File: src/rtl/psc_pkg.sv
// Shared constants, types and helpers for the per-second counter ring.
package psc_pkg;

  localparam int MAX_SLOTS = 64;
  localparam int SLOT_W    = $clog2(MAX_SLOTS);
  localparam int CNT_W     = SLOT_W + 1;
  localparam int CFG_W     = 7;
  localparam int LAG_W     = 6;
  localparam int DATA_W    = 32;
  localparam int KIND_W    = 2;
  localparam int CLAMP_W   = (CFG_W > CNT_W) ? CFG_W : CNT_W;
  localparam int CMP_W     = (LAG_W > CNT_W) ? LAG_W : CNT_W;
  localparam int DIV_STEPS = DATA_W;
  localparam int STEP_W    = $clog2(DIV_STEPS + 1);

  localparam logic [CFG_W-1:0] SLOTS_RESET = CFG_W'(8);

  typedef logic [SLOT_W-1:0] slot_t;
  typedef logic [CNT_W-1:0]  cnt_t;
  typedef logic [DATA_W-1:0] data_t;

  typedef enum logic [KIND_W-1:0] {
    KIND_PUSH  = 2'd0,
    KIND_GET   = 2'd1,
    KIND_DELTA = 2'd2,
    KIND_NONE  = 2'd3
  } kind_t;

  typedef struct packed {
    kind_t             kind;
    data_t             timestamp;
    data_t             sample;
    logic [LAG_W-1:0]  lag;
  } item_t;

  typedef struct packed {
    logic  rd_en;
    slot_t rd_addr;
    logic  wr_en;
    slot_t wr_addr;
    data_t wr_data;
  } ram_req_t;

  typedef enum logic [2:0] {
    ST_IDLE,
    ST_DIV,
    ST_CARRY_RD,
    ST_FILL,
    ST_ACT,
    ST_CUR_WAIT,
    ST_BACK_WAIT,
    ST_EMIT
  } state_t;

  // Active slot count: the register value clamped to [2, MAX_SLOTS].
  function automatic cnt_t active_count(logic [CFG_W-1:0] cfg);
    logic [CLAMP_W-1:0] v;
    v = CLAMP_W'(cfg);
    if (v < CLAMP_W'(2)) begin
      v = CLAMP_W'(2);
    end else if (v > CLAMP_W'(MAX_SLOTS)) begin
      v = CLAMP_W'(MAX_SLOTS);
    end
    return CNT_W'(v);
  endfunction

endpackage

File: src/rtl/psc_if.sv
// Valid/ready channel interfaces for input items and results.
interface psc_item_if;
  logic                            valid;
  logic                            ready;
  logic [psc_pkg::KIND_W-1:0]      kind;
  logic [psc_pkg::DATA_W-1:0]      timestamp;
  logic [psc_pkg::DATA_W-1:0]      sample;
  logic [psc_pkg::LAG_W-1:0]       lag;

  modport source (output valid, kind, timestamp, sample, lag, input ready);
  modport sink   (input valid, kind, timestamp, sample, lag, output ready);
endinterface

interface psc_result_if;
  logic                        valid;
  logic                        ready;
  logic [psc_pkg::DATA_W-1:0]  reading;

  modport source (output valid, reading, input ready);
  modport sink   (input valid, reading, output ready);
endinterface

File: src/rtl/per_second_counter_ring.sv
// Top level of the per-second counter ring: configuration register and wiring.
// A forward stamp adds a carry read and gap filling of min(gap, n) slots after the
// 32-step remainder unit. Unused kinds and over-long delta lags skip the remainder unit.
// One item is in work at a time; its result waits in an output register.
// Reset is synchronous: slot valid flags clear so every slot reads zero,
// the last stamp becomes zero and the slot count returns to eight.
module per_second_counter_ring (
  input  logic                        clk,
  input  logic                        rst_n,
  psc_item_if.sink                    in_item,
  psc_result_if.source                out_res,
  input  logic                        cfg_we,
  input  logic [psc_pkg::CFG_W-1:0]   cfg_wdata
);

  logic [psc_pkg::CFG_W-1:0]  slots_r;
  psc_pkg::cnt_t              n_in;
  psc_pkg::item_t             item;
  logic                       mod_start;
  psc_pkg::data_t             mod_dividend_b;
  psc_pkg::cnt_t              mod_divisor;
  logic                       mod_done;
  psc_pkg::slot_t             mod_rem_a;
  psc_pkg::slot_t             mod_rem_b;
  psc_pkg::ram_req_t          ram_req;
  psc_pkg::data_t             ram_rd_data;

  always_ff @(posedge clk) begin
    if (!rst_n) begin
      slots_r <= psc_pkg::SLOTS_RESET;
    end else if (cfg_we) begin
      slots_r <= cfg_wdata;
    end
  end

  assign n_in = psc_pkg::active_count(slots_r);

  always_comb begin
    item.kind      = psc_pkg::kind_t'(in_item.kind);
    item.timestamp = in_item.timestamp;
    item.sample    = in_item.sample;
    item.lag       = in_item.lag;
  end

  psc_seq u_seq (
    .clk            (clk),
    .rst_n          (rst_n),
    .in_valid       (in_item.valid),
    .in_ready       (in_item.ready),
    .in_item        (item),
    .n_in           (n_in),
    .out_valid      (out_res.valid),
    .out_ready      (out_res.ready),
    .out_reading    (out_res.reading),
    .mod_start      (mod_start),
    .mod_dividend_b (mod_dividend_b),
    .mod_divisor    (mod_divisor),
    .mod_done       (mod_done),
    .mod_rem_a      (mod_rem_a),
    .mod_rem_b      (mod_rem_b),
    .ram_req        (ram_req),
    .ram_rd_data    (ram_rd_data)
  );

  psc_mod u_mod (
    .clk        (clk),
    .rst_n      (rst_n),
    .start      (mod_start),
    .dividend_a (in_item.timestamp),
    .dividend_b (mod_dividend_b),
    .divisor    (mod_divisor),
    .done       (mod_done),
    .rem_a      (mod_rem_a),
    .rem_b      (mod_rem_b)
  );

  psc_ram u_ram (
    .clk     (clk),
    .rst_n   (rst_n),
    .req     (ram_req),
    .rd_data (ram_rd_data)
  );

endmodule

File: src/rtl/psc_mod.sv
// Two-lane restoring remainder unit, one dividend bit per cycle.
module psc_mod (
  input  logic                  clk,
  input  logic                  rst_n,
  input  logic                  start,
  input  psc_pkg::data_t        dividend_a,
  input  psc_pkg::data_t        dividend_b,
  input  psc_pkg::cnt_t         divisor,
  output logic                  done,
  output psc_pkg::slot_t        rem_a,
  output psc_pkg::slot_t        rem_b
);

  psc_pkg::data_t                 quo_a_r;
  psc_pkg::data_t                 quo_b_r;
  psc_pkg::cnt_t                  rem_a_r;
  psc_pkg::cnt_t                  rem_b_r;
  logic [psc_pkg::STEP_W-1:0]     cnt_r;
  logic                           run_r;
  logic                           done_r;
  psc_pkg::cnt_t                  rem_a_nxt;
  psc_pkg::cnt_t                  rem_b_nxt;

  // One restoring step: shift in the next dividend bit, subtract if it fits.
  function automatic psc_pkg::cnt_t step(psc_pkg::cnt_t rem, logic bit_in,
                                         psc_pkg::cnt_t d);
    logic [psc_pkg::CNT_W:0] sh;
    sh = {rem, bit_in};
    if (sh >= {1'b0, d}) begin
      sh = sh - {1'b0, d};
    end
    return sh[psc_pkg::CNT_W-1:0];
  endfunction

  always_comb begin
    rem_a_nxt = step(rem_a_r, quo_a_r[psc_pkg::DATA_W-1], divisor);
    rem_b_nxt = step(rem_b_r, quo_b_r[psc_pkg::DATA_W-1], divisor);
  end

  always_ff @(posedge clk) begin
    if (!rst_n) begin
      run_r  <= 1'b0;
      done_r <= 1'b0;
      cnt_r  <= '0;
    end else begin
      done_r <= 1'b0;
      if (start) begin
        run_r <= 1'b1;
        cnt_r <= psc_pkg::STEP_W'(psc_pkg::DIV_STEPS);
      end else if (run_r) begin
        cnt_r <= cnt_r - psc_pkg::STEP_W'(1);
        if (cnt_r == psc_pkg::STEP_W'(1)) begin
          run_r  <= 1'b0;
          done_r <= 1'b1;
        end
      end
    end
  end

  always_ff @(posedge clk) begin
    if (start) begin
      quo_a_r <= dividend_a;
      quo_b_r <= dividend_b;
      rem_a_r <= '0;
      rem_b_r <= '0;
    end else if (run_r) begin
      quo_a_r <= {quo_a_r[psc_pkg::DATA_W-2:0], 1'b0};
      quo_b_r <= {quo_b_r[psc_pkg::DATA_W-2:0], 1'b0};
      rem_a_r <= rem_a_nxt;
      rem_b_r <= rem_b_nxt;
    end
  end

  // The remainder is below the divisor, so it fits a slot index.
  assign done  = done_r;
  assign rem_a = rem_a_r[psc_pkg::SLOT_W-1:0];
  assign rem_b = rem_b_r[psc_pkg::SLOT_W-1:0];

endmodule

File: src/rtl/psc_ram.sv
// Slot memory with registered read and per-slot valid flags cleared at reset.
module psc_ram (
  input  logic               clk,
  input  logic               rst_n,
  input  psc_pkg::ram_req_t  req,
  output psc_pkg::data_t     rd_data
);

  psc_pkg::data_t                 mem [psc_pkg::MAX_SLOTS];
  logic [psc_pkg::MAX_SLOTS-1:0]  valid_r;
  psc_pkg::data_t                 rd_q_r;
  logic                           rd_vld_r;

  always_ff @(posedge clk) begin
    if (req.wr_en) begin
      mem[req.wr_addr] <= req.wr_data;
    end
    if (req.rd_en) begin
      rd_q_r <= mem[req.rd_addr];
    end
  end

  always_ff @(posedge clk) begin
    if (!rst_n) begin
      valid_r  <= '0;
      rd_vld_r <= 1'b0;
    end else begin
      if (req.wr_en) begin
        valid_r[req.wr_addr] <= 1'b1;
      end
      if (req.rd_en) begin
        rd_vld_r <= valid_r[req.rd_addr];
      end
    end
  end

  // A slot never written since reset reads as zero.
  assign rd_data = rd_vld_r ? rd_q_r : '0;

endmodule

File: src/rtl/psc_seq.sv
// Item sequencer: gap fill, slot update and read, result register.
module psc_seq (
  input  logic               clk,
  input  logic               rst_n,
  input  logic               in_valid,
  output logic               in_ready,
  input  psc_pkg::item_t     in_item,
  input  psc_pkg::cnt_t      n_in,
  output logic               out_valid,
  input  logic               out_ready,
  output psc_pkg::data_t     out_reading,
  output logic               mod_start,
  output psc_pkg::data_t     mod_dividend_b,
  output psc_pkg::cnt_t      mod_divisor,
  input  logic               mod_done,
  input  psc_pkg::slot_t     mod_rem_a,
  input  psc_pkg::slot_t     mod_rem_b,
  output psc_pkg::ram_req_t  ram_req,
  input  psc_pkg::data_t     ram_rd_data
);

  localparam int BK_W = psc_pkg::CMP_W + 1;

  psc_pkg::state_t  state_r;
  psc_pkg::state_t  state_nxt;
  psc_pkg::item_t   item_r;
  psc_pkg::cnt_t    n_r;
  psc_pkg::data_t   last_r;
  psc_pkg::slot_t   cur_r;
  psc_pkg::slot_t   pos_r;
  psc_pkg::slot_t   pos_nxt;
  psc_pkg::cnt_t    fill_left_r;
  psc_pkg::cnt_t    fill_count;
  psc_pkg::data_t   cur_val_r;
  psc_pkg::data_t   res_r;
  logic             out_valid_r;
  psc_pkg::data_t   out_reading_r;
  logic             accept;
  logic             lag_big;
  logic             forward;
  logic             out_free;
  psc_pkg::cnt_t    pos_inc;
  psc_pkg::slot_t   back_addr;
  psc_pkg::data_t   gap;
  logic [BK_W-1:0]  back_sum;

  assign accept   = in_valid && in_ready;
  assign lag_big  = (in_item.kind == psc_pkg::KIND_DELTA) &&
                    (psc_pkg::CMP_W'(in_item.lag) >= psc_pkg::CMP_W'(n_in));
  assign forward  = item_r.timestamp > last_r;
  assign out_free = !out_valid_r || out_ready;

  always_comb begin
    gap        = item_r.timestamp - last_r;
    fill_count = (gap < psc_pkg::DATA_W'(n_r)) ? psc_pkg::CNT_W'(gap) : n_r;
    pos_inc    = psc_pkg::CNT_W'(pos_r) + psc_pkg::CNT_W'(1);
    pos_nxt    = (pos_inc == n_r) ? '0 : pos_inc[psc_pkg::SLOT_W-1:0];
    // The lag is below the slot count here, so one correction suffices.
    back_sum   = BK_W'(cur_r) + BK_W'(n_r) - BK_W'(item_r.lag);
    if (back_sum >= BK_W'(n_r)) begin
      back_sum = back_sum - BK_W'(n_r);
    end
    back_addr  = back_sum[psc_pkg::SLOT_W-1:0];
  end

  always_comb begin
    state_nxt = state_r;
    case (state_r)
      psc_pkg::ST_IDLE: begin
        if (accept) begin
          if (in_item.kind == psc_pkg::KIND_NONE) begin
            state_nxt = psc_pkg::ST_IDLE;
          end else if (lag_big) begin
            state_nxt = psc_pkg::ST_EMIT;
          end else begin
            state_nxt = psc_pkg::ST_DIV;
          end
        end
      end
      psc_pkg::ST_DIV: begin
        if (mod_done) begin
          state_nxt = forward ? psc_pkg::ST_CARRY_RD : psc_pkg::ST_ACT;
        end
      end
      psc_pkg::ST_CARRY_RD: state_nxt = psc_pkg::ST_FILL;
      psc_pkg::ST_FILL: begin
        if (fill_left_r == psc_pkg::CNT_W'(1)) begin
          state_nxt = psc_pkg::ST_ACT;
        end
      end
      psc_pkg::ST_ACT: begin
        state_nxt = (item_r.kind == psc_pkg::KIND_PUSH) ? psc_pkg::ST_IDLE
                                                         : psc_pkg::ST_CUR_WAIT;
      end
      psc_pkg::ST_CUR_WAIT: begin
        state_nxt = (item_r.kind == psc_pkg::KIND_DELTA) ? psc_pkg::ST_BACK_WAIT
                                                          : psc_pkg::ST_EMIT;
      end
      psc_pkg::ST_BACK_WAIT: state_nxt = psc_pkg::ST_EMIT;
      psc_pkg::ST_EMIT: begin
        if (out_free) begin
          state_nxt = psc_pkg::ST_IDLE;
        end
      end
      default: state_nxt = psc_pkg::ST_IDLE;
    endcase
  end

  always_comb begin
    in_ready        = (state_r == psc_pkg::ST_IDLE);
    mod_start       = accept && (in_item.kind != psc_pkg::KIND_NONE) && !lag_big;
    ram_req         = '0;
    case (state_r)
      psc_pkg::ST_CARRY_RD: begin
        ram_req.rd_en   = 1'b1;
        ram_req.rd_addr = pos_r;
      end
      psc_pkg::ST_FILL: begin
        // The carried sample stays in the read register for the whole fill.
        ram_req.wr_en   = 1'b1;
        ram_req.wr_addr = pos_nxt;
        ram_req.wr_data = ram_rd_data;
      end
      psc_pkg::ST_ACT: begin
        if (item_r.kind == psc_pkg::KIND_PUSH) begin
          ram_req.wr_en   = 1'b1;
          ram_req.wr_addr = cur_r;
          ram_req.wr_data = item_r.sample;
        end else begin
          ram_req.rd_en   = 1'b1;
          ram_req.rd_addr = cur_r;
        end
      end
      psc_pkg::ST_CUR_WAIT: begin
        if (item_r.kind == psc_pkg::KIND_DELTA) begin
          ram_req.rd_en   = 1'b1;
          ram_req.rd_addr = back_addr;
        end
      end
      default: ram_req = '0;
    endcase
  end

  assign mod_dividend_b = last_r;
  assign mod_divisor    = n_r;

  always_ff @(posedge clk) begin
    if (!rst_n) begin
      state_r     <= psc_pkg::ST_IDLE;
      last_r      <= '0;
      out_valid_r <= 1'b0;
    end else begin
      state_r <= state_nxt;
      if (state_r == psc_pkg::ST_DIV && mod_done) begin
        last_r <= item_r.timestamp;
      end
      if (state_r == psc_pkg::ST_EMIT && out_free) begin
        out_valid_r <= 1'b1;
      end else if (out_ready) begin
        out_valid_r <= 1'b0;
      end
    end
  end

  always_ff @(posedge clk) begin
    if (accept) begin
      item_r <= in_item;
      n_r    <= n_in;
      res_r  <= '0;
    end
    case (state_r)
      psc_pkg::ST_DIV: begin
        if (mod_done) begin
          cur_r       <= mod_rem_a;
          pos_r       <= mod_rem_b;
          fill_left_r <= fill_count;
        end
      end
      psc_pkg::ST_FILL: begin
        pos_r       <= pos_nxt;
        fill_left_r <= fill_left_r - psc_pkg::CNT_W'(1);
      end
      psc_pkg::ST_CUR_WAIT: begin
        cur_val_r <= ram_rd_data;
        res_r     <= ram_rd_data;
      end
      psc_pkg::ST_BACK_WAIT: res_r <= cur_val_r - ram_rd_data;
      psc_pkg::ST_EMIT: begin
        if (out_free) begin
          out_reading_r <= res_r;
        end
      end
      default: ;
    endcase
  end

  assign out_valid   = out_valid_r;
  assign out_reading = out_reading_r;

endmodule
File: src/flat_wrapper.sv
// flat-port wrapper written by rule: the top's interface ports become plain ports
module per_second_counter_ring_flat 
  (clk, rst_n, cfg_we, cfg_wdata, in_item_valid, in_item_kind, in_item_timestamp, in_item_sample, in_item_lag, in_item_ready, out_res_valid, out_res_reading, out_res_ready);
  psc_item_if in_item_i ();
  psc_result_if out_res_i ();
  input  logic clk;
  input  logic rst_n;
  input  logic cfg_we;
  input  logic [psc_pkg::CFG_W-1:0] cfg_wdata;
  input wire logic [$bits(in_item_i.valid)-1:0] in_item_valid;
  input wire logic [$bits(in_item_i.kind)-1:0] in_item_kind;
  input wire logic [$bits(in_item_i.timestamp)-1:0] in_item_timestamp;
  input wire logic [$bits(in_item_i.sample)-1:0] in_item_sample;
  input wire logic [$bits(in_item_i.lag)-1:0] in_item_lag;
  output wire logic [$bits(in_item_i.ready)-1:0] in_item_ready;
  output wire logic [$bits(out_res_i.valid)-1:0] out_res_valid;
  output wire logic [$bits(out_res_i.reading)-1:0] out_res_reading;
  input wire logic [$bits(out_res_i.ready)-1:0] out_res_ready;
  assign in_item_i.valid = in_item_valid;
  assign in_item_i.kind = in_item_kind;
  assign in_item_i.timestamp = in_item_timestamp;
  assign in_item_i.sample = in_item_sample;
  assign in_item_i.lag = in_item_lag;
  assign in_item_ready = in_item_i.ready;
  assign out_res_valid = out_res_i.valid;
  assign out_res_reading = out_res_i.reading;
  assign out_res_i.ready = out_res_ready;
  per_second_counter_ring u_core (.clk(clk), .rst_n(rst_n), .in_item(in_item_i), .out_res(out_res_i), .cfg_we(cfg_we), .cfg_wdata(cfg_wdata));
endmodule
File: config.mk
export PLATFORM = sky130hd
export DESIGN_NAME = per_second_counter_ring_flat
export DESIGN_NICKNAME = d
export VERILOG_FILES = /design/src/rtl/psc_pkg.sv /design/src/rtl/psc_if.sv /design/src/rtl/per_second_counter_ring.sv /design/src/rtl/psc_mod.sv /design/src/rtl/psc_ram.sv /design/src/rtl/psc_seq.sv /design/src/flat_wrapper.sv
export SDC_FILE = /design/constraint.sdc
export NUM_CORES = 2
export LEC_CHECK = 0
export ABC_AREA = 1
export BUFFER_PORTS_ARGS = -buffer_cell sky130_fd_sc_hd__buf_2
export CAP_MARGIN = 20
export CORE_ASPECT_RATIO = 1.25
export CORE_MARGIN = 1.5
export CORE_UTILIZATION = 55
export DETAILED_ROUTE_END_ITERATION = 6
export GPL_ROUTABILITY_DRIVEN = 1
export PLACE_DENSITY = 0.72
export SYNTH_ARGS = -nofsm -noshare
export SYNTH_HDL_FRONTEND = slang
export SYNTH_SLANG_ARGS = --single-unit
File: constraint.sdc
create_clock -name clk -period 7.35 [get_ports clk]
set_clock_uncertainty 0.2 [all_clocks]
set_input_delay 0.3675 -clock clk [delete_from_list [all_inputs] [get_ports clk]]
set_output_delay 0.3675 -clock clk [all_outputs]
set_load 0.02 [all_outputs]
==> Word-level counts from Yosys, hierarchy flattened <==
Memories as Yosys holds them, arrays and structs flattened. A register that Yosys moved wholly into a read port is not among the register bits.
Index checks and enable logic that the tools add are counted.
{ "totals": {"n_memories": 1, "register_bits": 388, "wordCells": 137, "in_bits": 84, "out_inout_bits": 34, "mem_bits_rw": 2048} }
{ "memory_table": {"columns": ["memory", "words", "word_bits", "read_ports", "rd_clocked_by_memory_dff", "write_ports", "line_no", "source"], "rows": [
  ["u_core.u_ram.mem", 64, 32, 1, 1, 1, "psc_ram.sv:9", "psc_pkg::data_t mem [psc_pkg::MAX_SLOTS];"]
]} }
{ "classes": {"n_eq_ne": 18, "reduce_logical": 22, "bitwise_logic": 3, "n_mux": 47, "addsub": 10, "order_cmp": 11} }
{ "ops": {"columns": ["cell", "count"], "rows": [
  ["2-to-1 mux 32 bit", 6],
  ["one-hot mux 39 bit (2 select lines)", 1],
  ["bitwise OR 64 bit", 1],
  ["one-hot mux 32 bit (2 select lines)", 1],
  ["subtractor 32 bit", 2],
  ["2-to-1 mux 7 bit", 8],
  ["2-to-1 mux 39 bit", 1],
  ["> comparator 32 bit", 1],
  ["< comparator 32 x 7 -> 1 bit", 1],
  ["2-to-1 mux 6 bit", 5],
  [">= comparator 8 x 7 -> 1 bit", 3],
  ["2-to-1 mux 3 bit", 8],
  ["one-hot mux 3 bit (8 select lines)", 1],
  ["one-hot mux 7 bit (3 select lines)", 1],
  ["< comparator 6 x 7 -> 1 bit, second input constant", 2],
  ["one-hot mux 7 bit (2 select lines)", 1],
  ["subtractor 7 bit", 2],
  ["== test 3 bit, second input constant", 4],
  ["one-hot mux 6 bit (2 select lines)", 1],
  ["2-to-1 mux 1 bit", 11],
  ["adder 6 x 7 -> 8 bit", 1],
  ["!= test 2 bit, second input constant", 4],
  ["subtractor 8 x 6 -> 8 bit", 1],
  ["adder 6 x 1 -> 7 bit, second input constant", 1],
  ["28 further kinds", 43]
]} }

==> Logic depth before layout (Yosys ltp) <==
{ "logic_depth": {"ltp_word": 9, "depth_mapped": 31, "ltp_nobuf": 28} }

==> Cells and area by module <==
A second synthesis with hierarchy kept.
{ "unflattened": {"cells_unflattened": 9031, "area_unflattened_um2": 103596.9} }
{ "modules_own_cells": {"columns": ["module", "seq_area_each_um2", "n_inst", "area_per_inst_um2", "cells_each"], "rows": [
  ["psc_ram", 63761.2, 1, 84548.6, 6735],
  ["psc_seq", 6546.3, 1, 14196.1, 1712],
  ["psc_mod", 2362.3, 1, 4528.1, 541],
  ["per_second_counter_ring", 140.1, 1, 324.1, 43]
]} }

==> Worst setup path before layout <==
Ideal clock, no wire load.
{ "synth_path": {"path_kind": "flip-flop to flip-flop", "from": "register u_core.u_seq.state_r[2]", "to": "register u_core.u_mod.quo_a_r[0] (enable)", "arrival_ns": 6.620, "required_time_ns": 6.696, "setup_ns": 0.454, "setup_slack_ns": 0.076, "stages_incl_launch_ff": 9, "period_less_slack_ns": 7.274, "cell_sequence": "dfxtp_1 -> inv_1 -> nand2_1 -> nor2_1 -> inv_1 -> a21oi_1 -> nand2_1 -> nand2_1 -> clkbuf_1"} }
{ "synth_between": {"elab_chain_len": 5} }
{ "synth_rtl": {"columns": ["item", "line_no", "source"], "rows": [
  ["from (decl)", "psc_seq.sv:24", "psc_pkg::state_t state_r;"],
  ["from (signal assigned)", "psc_seq.sv:149", "state_r <= psc_pkg::ST_IDLE;"],
  ["from (signal assigned)", "psc_seq.sv:153", "state_r <= state_nxt;"],
  ["zero test 3 bit", "psc_seq.sv:110", "in_ready = (state_r == psc_pkg::ST_IDLE);"],
  ["logical AND 1 bit", "psc_seq.sv:47", "assign accept = in_valid && in_ready;"],
  ["net u_core.u_seq.accept", "psc_seq.sv:38", "logic accept;"],
  ["logical AND 1 bit (2 in a row)", "psc_seq.sv:111", "mod_start = accept && (in_item.kind != psc_pkg::KIND_NONE) && !lag_big;"],
  ["nonzero test 2 bit (no source line)", null, null],
  ["to (signal assigned)", "psc_mod.sv:62", "quo_a_r <= dividend_a;"],
  ["to (signal assigned)", "psc_mod.sv:67", "quo_a_r <= {quo_a_r[psc_pkg::DATA_W-2:0], 1'b0};"],
  ["to (decl)", "psc_mod.sv:14", "psc_pkg::data_t quo_a_r;"]
]} }
The timed path passes the listed nets, and every way through them passes these cells.
A chain may end at the register's enable or synchronous reset.

==> Final worst setup path <==
{ "layout_path": {"from": "register u_core.u_seq.n_r[1], in the netlist u_core.u_seq.mod_divisor[1]", "to": "register u_core.u_ram.rd_q_r[22], read port of u_core.u_ram.mem, data pin"} }
{ "layout_between": {"elab_chain_len": 6, "elab_cells_between_ends": 7} }
{ "layout_rtl": {"columns": ["item", "line_no", "source"], "rows": [
  ["from (decl)", "psc_seq.sv:27", "psc_pkg::cnt_t n_r;"],
  ["from (signal assigned)", "psc_seq.sv:168", "n_r <= n_in;"],
  ["adder 6 x 7 -> 8 bit", "psc_seq.sv:59", "back_sum = BK_W'(cur_r) + BK_W'(n_r) - BK_W'(item_r.lag);"],
  ["subtractor 8 x 6 -> 8 bit", "psc_seq.sv:59", null],
  [">= comparator 8 x 7 -> 1 bit or subtractor 6 bit (tied branches)", "psc_seq.sv:60, psc_seq.sv:61", null],
  ["2-to-1 mux 6 bit *", "psc_seq.sv:60", "if (back_sum >= BK_W'(n_r)) begin"],
  ["2-to-1 mux 7 bit *", "psc_seq.sv:135", "if (item_r.kind == psc_pkg::KIND_DELTA) begin"],
  ["one-hot mux 7 bit (3 select lines) *", "psc_seq.sv:113", "case (state_r)"],
  ["to (decl)", "psc_ram.sv:11", "psc_pkg::data_t rd_q_r;"]
]} }
Every way passes the cells marked *; elsewhere a longest branch is shown, timed or not.

==> results.toml <==
[run_status]
status = "complete, but fails checks"
violations = "design-rule violations"

[sta]
fin_crit_ns = 6.15
finalSetupViolations = 0
fmax_mhz = 163
hold_viol_final = 0
fin_crit_sh_pct = 83.6
finalSetupTns_ns = 0
slew_viol_final = 0
slew_headroom_pct = 21.6
rsz0062_at_grt = "false"
worst_slew_pin_slew_ns = 1.16

[hold_path]
hp-start = "in_item_sample[27]"
min_path_type = "in -> reg"

[cells_and_area]
final_cell_count_no_fill = 11500
final_cell_area_mm2 = 0.118
nFillCells = 14000
drive_gt1_share_pct = 10.6
area_growth_pct = 12.4
finalNetCount = 8942

[route]
ant_nets = 0
vias = 69300
drt_iter0_markers = 8054
via_per_inst = 6.05
dr.pass1.iters = 7
wl_mm = 287
avgRoutedWirePerCell_um = 25.0
drc = 4

[floorplanning]
die_h_um = 491
num_io_pins = 118
die_w_um = 394
coreArea_mm2 = 0.190
initial_core_util_pct = 55.2
rows = 179
die_area_mm2 = 0.193

[critical_path]
crit_start = "u_core.u_seq.mod_divisor[1]"
critical_path_class = "reg -> reg"
worstPathCellList = "inv_1 -> fa_1 -> inv_1 -> ha_1 -> nand2_1 -> nand2_1 -> nand2_1 -> nor2_1 -> nor2_1 -> xnor2_1 -> ha_1 -> a21o_1 -> a21oi_1 -> nand4_1 -> nand3_1 -> nand2_4 -> inv_8 -> buf_12 -> o211ai_1 -> o211ai_1 -> nand3_1 -> nand3_1 -> nand3_1 -> nand2_1"
cp_slowest_stage_delay_ns = 0.52
end_kind = "flip-flop"
critPathArrivalTime_ns = 6.67
cp.required_ns = 7.87
worstSetupStartpointType = "flip-flop"
crit_fanout = 97
rr_startpoint = "u_core.u_seq.mod_divisor[1]"
critPathSlowestCell = "inv_8"

[synth]
synthSimpleGateAreaFrac_pct = 11.0
synth_cell_types = 60
synthMuxAreaShare_pct = 0
synth-edff-count = 2338
ys_warn_count = 0
synth_seq_cells = 2468
synthesis.nets = 8754
synth_compound_area_share_pct = 12.3
synth-seq-area-share_pct = 69.4
avgSynthCellArea_um2 = 12.3
synthArstFlopShare_pct = 0
synth-main-ff-cell = "edfxtp_1"
syn_inst = 8550
synth_area_mm2 = 0.105
synthAdderAreaFrac_pct = 1.51
synthXorXnorAreaFrac_pct = 0.484
synth_top_family_by_area = "compound AO/OA/AOI/OAI gates"

[place]
dp_hpwl_mm = 163
dpl_cell_area_mm2 = 0.109
io_buffers = 117
dp.cells = 10900
gp_congestion = 0.906

[clocking]
root_buffer = "clkbuf_16"
clockBufferDepth = 3
tritoncts = "yes"
clk_pin_slew_worst_paths_ns = 0.07
cts.htree.levels = 4
clk_latency_ns = 0.90
cts-resized-gates = 0
cts_sinks = 2468
numCtsBuffers = 222

[global_route]
grt_overflow = 0
grt_max_degree = 195
grt_use_total_pct = 29.1
antenna_found_initial = 4
grt_pass1_wl_mm = 424
first_global_vias = 67300

[power_and_ir_drop]
p_leak_uw = 0.0405
peakVddDrop_mv = 0.280
power.density_mw_per_mm2 = 328
power_uw = 38700

[run]
drv_cap = 0
## state kept, by name, indices dropped and copies added (netlist names), 7 cells and up
signal / flops
u_core.u_ram.mem: 2048
u_core.u_mod.rem_a_r: 7
u_core.u_seq.mod_dividend_b: 32
u_core.u_seq.item_r: 72
u_core.u_mod.rem_b_r: 7
u_core.u_seq.fill_left_r: 7
u_core.u_ram.valid_r: 64
u_core.u_mod.quo_a_r: 32
u_core.u_seq.cur_val_r: 32
u_core.u_seq.out_reading: 32
u_core.u_mod.quo_b_r: 32
u_core.u_ram.rd_q_r: 32
u_core.slots_r: 7
u_core.u_seq.res_r: 32
u_core.u_seq.mod_divisor: 7
## through the flow
step	hold slack (ns)	worst slack [ns]	utilization (%)
after floorplan	0.200	0.0763	-
after global placement	0.200	1.30	57.5
after detailed placement	0.205	1.30	57.6
after CTS	0.000228	1.26	62.1
after global routing	0.0261	0.849	62.1
final	0.0466	1.20	62.1
## path summary, 6_finish.rpt
kind | slack, ns | cells after the start | endpoint
worst min-delay path | 0.05 | 2 | u_core.u_seq.item_r[33]
worst max register to register | 1.20 | 24 | u_core.u_ram.rd_q_r[22]
worst min register to register | 0.22 | 0 | u_core.u_seq.out_reading[5]
worst max-delay path | 1.20 | 24 | u_core.u_ram.rd_q_r[22]
## worst max-delay path: cells and delay by family (launching register included)
family,cells,cell delay [ns]
buffers and inverters,4,1.35
AOI/OAI and AO/OA,4,0.79
DFF,1,0.49
xor gates and xnor gates,1,0.17
and+or+nand+nor,12,1.73
adders and majority gates,3,1.03
## power by group
group / switching (uW) / leakage (uW) / internal (uW)
combinational: 7270 / 0.0154 / 3110
clock: 5130 / 0.00352 / 6410
sequential: 366 / 0.0216 / 16400
## placed cells by master (no fill, tap or decap), types with 41 or more instances in the layout
cell           instances
a21oi_1              181
buf_12                41
buf_2                117
buf_4                177
clkbuf_1              53
clkbuf_16            226
clkinv_1              50
clkinv_2              42
dfxtp_1              130
dlygate4sd3_1        139
edfxtp_1            2338
ha_1                 109
inv_1                856
nand2_1             1045
nand3_1              578
nor2_1               294
nor2_4                45
o211ai_1            1033
o21ai_0              635
o21ai_1               58
or2_0                141
or2_1                143
or2_2                171
## logic make-up after synthesis
| group | Yosys count |
|---|---|
| simple gates | 2502 |
| flops | 2468 |
| compound gates | 2018 |
| buf+inv | 1384 |
| fa+ha+maj | 120 |
| xor+xnor | 58 |
## cell usage after synthesis, drive strengths merged (2+ instances only)
cell | count | share of area (%)
edfxtp | 2338 | 67
nand2 | 1053 | 3.8
o211ai | 1033 | 7.4
inv | 871 | 3.1
o21ai | 727 | 3.5
nand3 | 584 | 2.8
or2 | 455 | 2.7
nor2 | 350 | 1.3
clkbuf | 267 | 0.97
buf | 244 | 1.3
a21oi | 182 | 0.87
dfxtp | 130 | 2.5
ha | 109 | 1.3
xor2 | 38 | 0.32
nand4 | 27 | 0.16
o22ai | 20 | 0.12
xnor2 | 20 | 0.17
nor3 | 16 | 0.076
fa | 11 | 0.21
a21o | 9 | 0.064
nand3b | 9 | 0.064
nor4 | 7 | 0.048
o21bai | 7 | 0.050
o32ai | 6 | 0.050
o221ai | 5 | 0.048
o21a | 4 | 0.029
a22oi | 3 | 0.026
a31oi | 3 | 0.018
o2111ai | 3 | 0.025
o311ai | 3 | 0.025
a2111oi | 2 | 0.017
a211oi | 2 | 0.014
a21boi | 2 | 0.014
a221oi | 2 | 0.017
clkinv | 2 | 0.0072
## routing by layer
| metal | global-route usage [%] | vias to the layer above | wire [um] |
|---|---|---|---|
| met1 | 37.2 | 33800 | 108000 |
| li1 | - | 31300 | - |
| met4 | 14.1 | 0 | 14600 |
| met2 | 48.7 | 3463 | 139000 |
| met3 | 4.72 | 751 | 25200 |
| met5 | 0 | - | 0 |
## final cells by class
class,instances,area (um^2),share of cell area [%]
antenna,1,2.50,0.00212
clock buffer,285,5940,5.03
clock inverter,128,1290,1.10
inverter,873,3310,2.80
multi-input combinational,4698,27300,23.1
sequential,2468,72800,61.7
tap,2534,3170,2.69
timing repair buffer,475,4150,3.52
## what timing repair did
| action | 4_1_cts | 5_1_grt |
|---|---|---|
| hold buffers | 139 | 0 |
| endpoints found under the hold margin | 116 | 0 |
| setup buffers | 0 | 0 |
(Power assumes the default switching activity.)
